==> config.mk <==
export PLATFORM = sky130hd
export DESIGN_NAME = nppl_ctrl
export DESIGN_NICKNAME = d
export VERILOG_FILES = /design/src/hw/rtl/nppl_pkg.sv /design/src/hw/rtl/nppl_ctrl.sv
export SDC_FILE = /design/constraint.sdc
export NUM_CORES = 1
export LEC_CHECK = 0
export BUFFER_PORTS_ARGS = -buffer_cell sky130_fd_sc_hd__buf_2
export CAP_MARGIN = 20
export CORE_AREA = 2 2 39 41
export CTS_CLUSTER_SIZE = 14
export DETAILED_ROUTE_END_ITERATION = 8
export DIE_AREA = 0 0 41 43
export PLACE_DENSITY = 0.73
export SLEW_MARGIN = 10
export SYNTH_ARGS = -nofsm -noshare
export SYNTH_HDL_FRONTEND = slang
export SYNTH_SLANG_ARGS = --single-unit
==> constraint.sdc <==
create_clock -name clk -period 4.1 [get_ports clk]
set_clock_uncertainty 0.05 [all_clocks]
set_input_delay 1.23 -clock clk [delete_from_list [all_inputs] [get_ports clk]]
set_output_delay 1.23 -clock clk [all_outputs]
set_load 0.05 [all_outputs]
==> src/hw/rtl/nppl_pkg.sv <==
// ----------------------------------------------------------------------------
// nppl_pkg: shared types and constants of the nth prime power lookup unit
// state codes, controller commands and datapath status
// ----------------------------------------------------------------------------
package nppl_pkg;

	localparam int QI_W = 16;   // query index width
	localparam int PP_W = 12;   // prime power result width

	// bit positions in a sieve map word
	localparam int MAP_PP   = 0;
	localparam int MAP_COMP = 1;
	localparam int MAP_W    = 2;

	typedef enum logic [3:0] {
		ST_IDLE,
		ST_CLEAR,
		ST_SCAN_RD,
		ST_SCAN_CHK,
		ST_MARK,
		ST_RANK_RD,
		ST_RANK_CHK,
		ST_LOOKUP,
		ST_RESP
	} state_t;

	typedef struct packed {
		logic q_load;       // capture query index
		logic v_zero;       // value counter to 0
		logic v_two;        // value counter to 2
		logic v_inc;        // value counter + 1
		logic clr_wr;       // clear map word at value counter
		logic map_rd;       // read map word at value counter
		logic prime_wr;     // mark value as prime, load multiple walk
		logic mark_step;    // mark one multiple, advance walk
		logic rank_chk;     // append value to ranked list if prime power
		logic lookup_port;  // read ranked list at port query index
		logic lookup_held;  // read ranked list at captured query index
		logic out_load;     // load result register
	} cmd_t;

	typedef struct packed {
		logic clr_last;     // value counter at last map word
		logic v_end;        // value counter reached limit
		logic is_prime;     // map word read shows no composite mark
		logic m_end;        // multiple walk reached limit
		logic out_free;     // result register can take a new item
	} sts_t;

endpackage

==> src/hw/rtl/nppl_ctrl.sv <==
// ----------------------------------------------------------------------------
// nppl_ctrl: sequencer of the nth prime power lookup unit
// builds the table on the first query, then serves lookups
// ----------------------------------------------------------------------------
module nppl_ctrl (
	input  logic            clk,
	input  logic            arst_n,
	input  logic            in_valid,
	output logic            in_ready,
	input  nppl_pkg::sts_t  sts,
	output nppl_pkg::cmd_t  cmd
);

	nppl_pkg::state_t state_q, state_d;
	logic built_q, built_d;

	always_ff @(posedge clk or negedge arst_n) begin
		if (!arst_n) begin
			state_q <= nppl_pkg::ST_IDLE;
			built_q <= 1'b0;
		end else begin
			state_q <= state_d;
			built_q <= built_d;
		end
	end

	always_comb begin
		state_d  = state_q;
		built_d  = built_q;
		cmd      = '0;
		in_ready = 1'b0;
		unique case (state_q)
			nppl_pkg::ST_IDLE: begin
				in_ready = 1'b1;
				if (in_valid) begin
					cmd.q_load = 1'b1;
					if (built_q) begin
						cmd.lookup_port = 1'b1;
						state_d         = nppl_pkg::ST_RESP;
					end else begin
						cmd.v_zero = 1'b1;
						state_d    = nppl_pkg::ST_CLEAR;
					end
				end
			end
			nppl_pkg::ST_CLEAR: begin
				cmd.clr_wr = 1'b1;
				if (sts.clr_last) begin
					cmd.v_two = 1'b1;
					state_d   = nppl_pkg::ST_SCAN_RD;
				end else begin
					cmd.v_inc = 1'b1;
				end
			end
			nppl_pkg::ST_SCAN_RD: begin
				if (sts.v_end) begin
					cmd.v_two = 1'b1;
					state_d   = nppl_pkg::ST_RANK_RD;
				end else begin
					cmd.map_rd = 1'b1;
					state_d    = nppl_pkg::ST_SCAN_CHK;
				end
			end
			nppl_pkg::ST_SCAN_CHK: begin
				if (sts.is_prime) begin
					cmd.prime_wr = 1'b1;
					state_d      = nppl_pkg::ST_MARK;
				end else begin
					cmd.v_inc = 1'b1;
					state_d   = nppl_pkg::ST_SCAN_RD;
				end
			end
			nppl_pkg::ST_MARK: begin
				if (sts.m_end) begin
					cmd.v_inc = 1'b1;
					state_d   = nppl_pkg::ST_SCAN_RD;
				end else begin
					cmd.mark_step = 1'b1;
				end
			end
			nppl_pkg::ST_RANK_RD: begin
				if (sts.v_end) begin
					built_d = 1'b1;
					state_d = nppl_pkg::ST_LOOKUP;
				end else begin
					cmd.map_rd = 1'b1;
					state_d    = nppl_pkg::ST_RANK_CHK;
				end
			end
			nppl_pkg::ST_RANK_CHK: begin
				cmd.rank_chk = 1'b1;
				cmd.v_inc    = 1'b1;
				state_d      = nppl_pkg::ST_RANK_RD;
			end
			nppl_pkg::ST_LOOKUP: begin
				cmd.lookup_held = 1'b1;
				state_d         = nppl_pkg::ST_RESP;
			end
			nppl_pkg::ST_RESP: begin
				if (sts.out_free) begin
					cmd.out_load = 1'b1;
					state_d      = nppl_pkg::ST_IDLE;
				end
			end
			default: begin
				state_d = nppl_pkg::ST_IDLE;
			end
		endcase
	end

endmodule

Word level (Yosys, flattened, before mapping)
Cells that the tools add are included.
{ "word_totals": {"reg_bits": 5, "word_cells": 52} }
{ "op_classes": {"eq_ne": 12, "n_mux": 34, "n_reduce_logical": 4} }
{ "ops": {"columns": ["operator", "n"], "rows": [
  ["4-bit one-hot mux with 9 select lines", 1],
  ["1-bit two-way mux", 22],
  ["4-bit two-way mux", 5],
  ["4-bit by 3-bit equality test with 1-bit output, second input constant", 4],
  ["4-bit by 2-bit equality test with 1-bit output, second input constant", 2],
  ["2-bit inequality test, second input constant", 4],
  ["3-bit two-way mux", 2],
  ["4-bit by 1-bit equality test with 1-bit output, second input constant", 1],
  ["4-bit equality test, second input constant", 1],
  ["4-bit zero test", 1],
  ["2-bit two-way mux", 2],
  ["1-bit one-hot mux with 4 select lines", 1],
  ["4-bit AND reduction", 1],
  ["1-bit one-hot mux with 2 select lines", 1],
  ["2-bit AND reduction", 1],
  ["2-bit OR reduction", 1]
]} }

Logic depth before layout (Yosys ltp)
{ "logic_depth": {"word_depth": 3, "ltp_mapped": 6} }

Worst setup path before layout
Ideal clock, no wire load.
{ "synth_timing": {"path_type": "in2out", "startpoint": "input sts[1] in the netlist's numbering", "endpoint": "output cmd[4] in the netlist's numbering", "arrival_time_ps": 2729, "required_time_ps": 2820, "slack_ps": 91, "stages": 1, "path_cell_list": "nor4_1"} }
{ "synth_between": {"elab_chain_cells": 2} }
{ "synth_lines": {"columns": ["element", "line_no", "text"], "rows": [
  ["start, declared", "nppl_ctrl.sv:10", "input nppl_pkg::sts_t sts,"],
  ["1-bit two-way mux", "nppl_ctrl.sv:74", "if (sts.m_end) begin"],
  ["1-bit two-way mux", "nppl_ctrl.sv:32", "unique case (state_q)"],
  ["end, declared", "nppl_ctrl.sv:11", "output nppl_pkg::cmd_t cmd"]
]} }
No other way between the ends.

==> impl_metrics.yaml <==
sta:
  setup-violations-final: 0
  setup-tns-final_ns: 0
  period_share: 0.811
  timing.fmax_mhz: 301
  slew_headroom: 0.607
  slew_violations: 0
  tightest_slew_ns: 0.590
  hold_viol: 0
  hold_ws_ns: 0.499
  rsz0062_at_grt: "no"
  min_period_ns: 3.33
clock_network:
  cts_tree: "done"
  clock-sinks: 5
  cts_buffers: 3
  clockBufferDepth: 2
  cts_max_level: 1
  postCtsHoldBufs: 0
  path_clk_slew_ns: 0.04
  cts-root-buf: "clkbuf_4"
  insertion_delay_ns: 0.23
  cts_setup_buffers: 0
  cts_resized: 0
final_layout:
  drive_gt1_frac: 0.402
  num-fill-cells: 151
  syn2layout_area_growth_pct: 17.0
  final_core_utilization: 0.441
  layout.nets: 91
  num_antenna_cells: 0
die:
  io_pins: 21
  die_y_um: 43
  dieArea_mm2: 0.00176
  initial_utilization: 0.377
  die_x_um: 41
  core_area_mm2: 0.00138
  placementRows: 14
power_and_ir_drop:
  ir_drop_v: 0.000335
  power_density_mw_per_mm2: 968
  power_leakage_nw: 0.297
setup_path:
  crit_required_ns: 2.82
  path_class: "in2out"
  endpoint_kind: "primary output"
  crit_fanout: 3
  r2r.worst_path.cells: 4
  r2r_end: "state_q[0]"
  ff2ff_setup_slack_ns: 2.45
  start_kind: "primary input"
  critical_path_arrival_ns: 2.05
  r2r-start: "state_q[2]"
global_routing:
  grt_max_degree: 19
  antenna_found_initial: 0
  grt_pass1_vias: 443
  overflow: 0
  grtUsageTotal: 0.148
  grt_pass1_wl_um: 1770
synth:
  syn_nets: 72
  yosysSeqAreaShare: 0.240
  yosys.cell_types.count: 31
  synth.area.top_cells: "dfrtp_1 (24%), buf_6 (8.6%), nor2_1 (6.5%), a21oi_1 (4.8%), a22oi_1 (4.3%)"
  synth_seq_cells: 5
  netlist_instances: 64
  yosys_warnings: 0
  synth_top_area_share: 0.240
  synth_area_um2: 522
  avgSynthCellArea_um2: 8.15
  synth_area_leader_cell: "dfrtp_1"
routing:
  drc: 0
  drtIter0Drc: 12
  ant_nets: 0
  routed_wl_um: 1140
  vias: 528
  drt-vias-per-instance: 5.39
  routedWlPerCell_um: 11.7
  drt_first_pass_iters: 4
run:
  drv_cap: 0
place:
  dp_hpwl_um: 838
  place.port_buffers: 20
  gp_congestion: 0.827
hold_path:
  hp-class: "reg2reg"
  holdPathStages: 1
  whs_endpoint: "built_q"
  worst_hold_startpoint: "built_q"
status:
  status: "complete, no violations"
sequential cells by signal, summed over array words and instances (netlist names):
signal and cells:
state_q 4, built_q 1
critical path: stages:
cell and delay, ns:
buf_2 0.11, nor3b_1 0.16, o21ai_0 0.10, a21oi_1 0.17, buf_2 0.28
kinds of logic (layout without fill, tap and decap cells):
logic type / Yosys count / count (layout) / share of synthesized area
flops: 5 / 5 / 0.240
compound gates: 17 / 17 / 0.230
simple gates: 33 / 33 / 0.398
buf+inv: 9 / 27 / 0.132
synthesized netlist by cell type, drive strengths merged:
cell type and count:
inv 3, nor4 3, and3 3, o21a 1, nor2b 2, nand2b 3
o32ai 1, a21boi 1, o22ai 2, nor2 9, a21oi 5, and2 1
nand2 3, nor3 5, and2b 1, nor3b 1, o21ai 2, and4 1
dfrtp 5, a22oi 3, a211oi 1, buf 6, nand4b 1, o31ai 1
cell usage in the layout, fill, tap and decap left out, types with 2 or more instances in the layout:
| master | count |
|---|---|
| o21ai_0 | 2 |
| inv_1 | 2 |
| nor4_1 | 2 |
| and3_2 | 2 |
| nor3_1 | 4 |
| clkbuf_4 | 3 |
| nor2b_2 | 2 |
| a21oi_1 | 5 |
| nand2_1 | 3 |
| nand2b_1 | 3 |
| dfrtp_1 | 5 |
| a22oi_1 | 3 |
| buf_2 | 20 |
| nor2_1 | 9 |
how the worst max path moves through the flow:
stage / cells after the start / to / start / slack [ns]
after CTS: 5 / cmd[8] / sts[2] / 0.78
after global placement: 5 / cmd[8] / sts[2] / 0.80
after detailed placement: 5 / cmd[8] / sts[2] / 0.78
final: 5 / cmd[8] / sts[2] / 0.77
after floorplan: 1 / cmd[4] / sts[1] / 0.09
after global routing: 5 / cmd[8] / sts[2] / 0.65
layer usage:
metal  up-vias  GRT usage  share of wire
met5         -          0              0
met4         0      0.100          0.017
met3         2     0.0157          0.046
met2        17      0.238           0.48
met1       242      0.173           0.45
li1        267          -              -
area by class of cell:
type / instances / area (um2) / share of cell area
inverters: 3 / 11.3 / 0.0184
flip-flops and latches: 5 / 125 / 0.205
well taps: 16 / 20.0 / 0.0328
repair buffers: 20 / 100 / 0.164
multi-input cells: 50 / 328 / 0.537
clock buffers: 4 / 26.3 / 0.0430
metrics by stage:
| stage | setup WS [ns] | instance area [um2] | power [mW] | cells |
|---|---|---|---|---|
| floorplan | 0.0906 | 522 | 0.503 | 64 |
| global placement | 0.801 | 584 | 0.531 | 94 |
| detailed placement | 0.783 | 584 | 0.537 | 94 |
| CTS | 0.779 | 611 | 0.595 | 98 |
| global route | 0.651 | 611 | 0.641 | 98 |
| finish | 0.774 | 611 | 0.591 | 98 |
report_power, final:
group	total [mW]	internal, mW	switching (mW)
logic	0.379	0.134	0.246
registers	0.157	0.0706	0.0864
clock network	0.0546	0.0366	0.0179
Power figures use the tool's default switching activity.
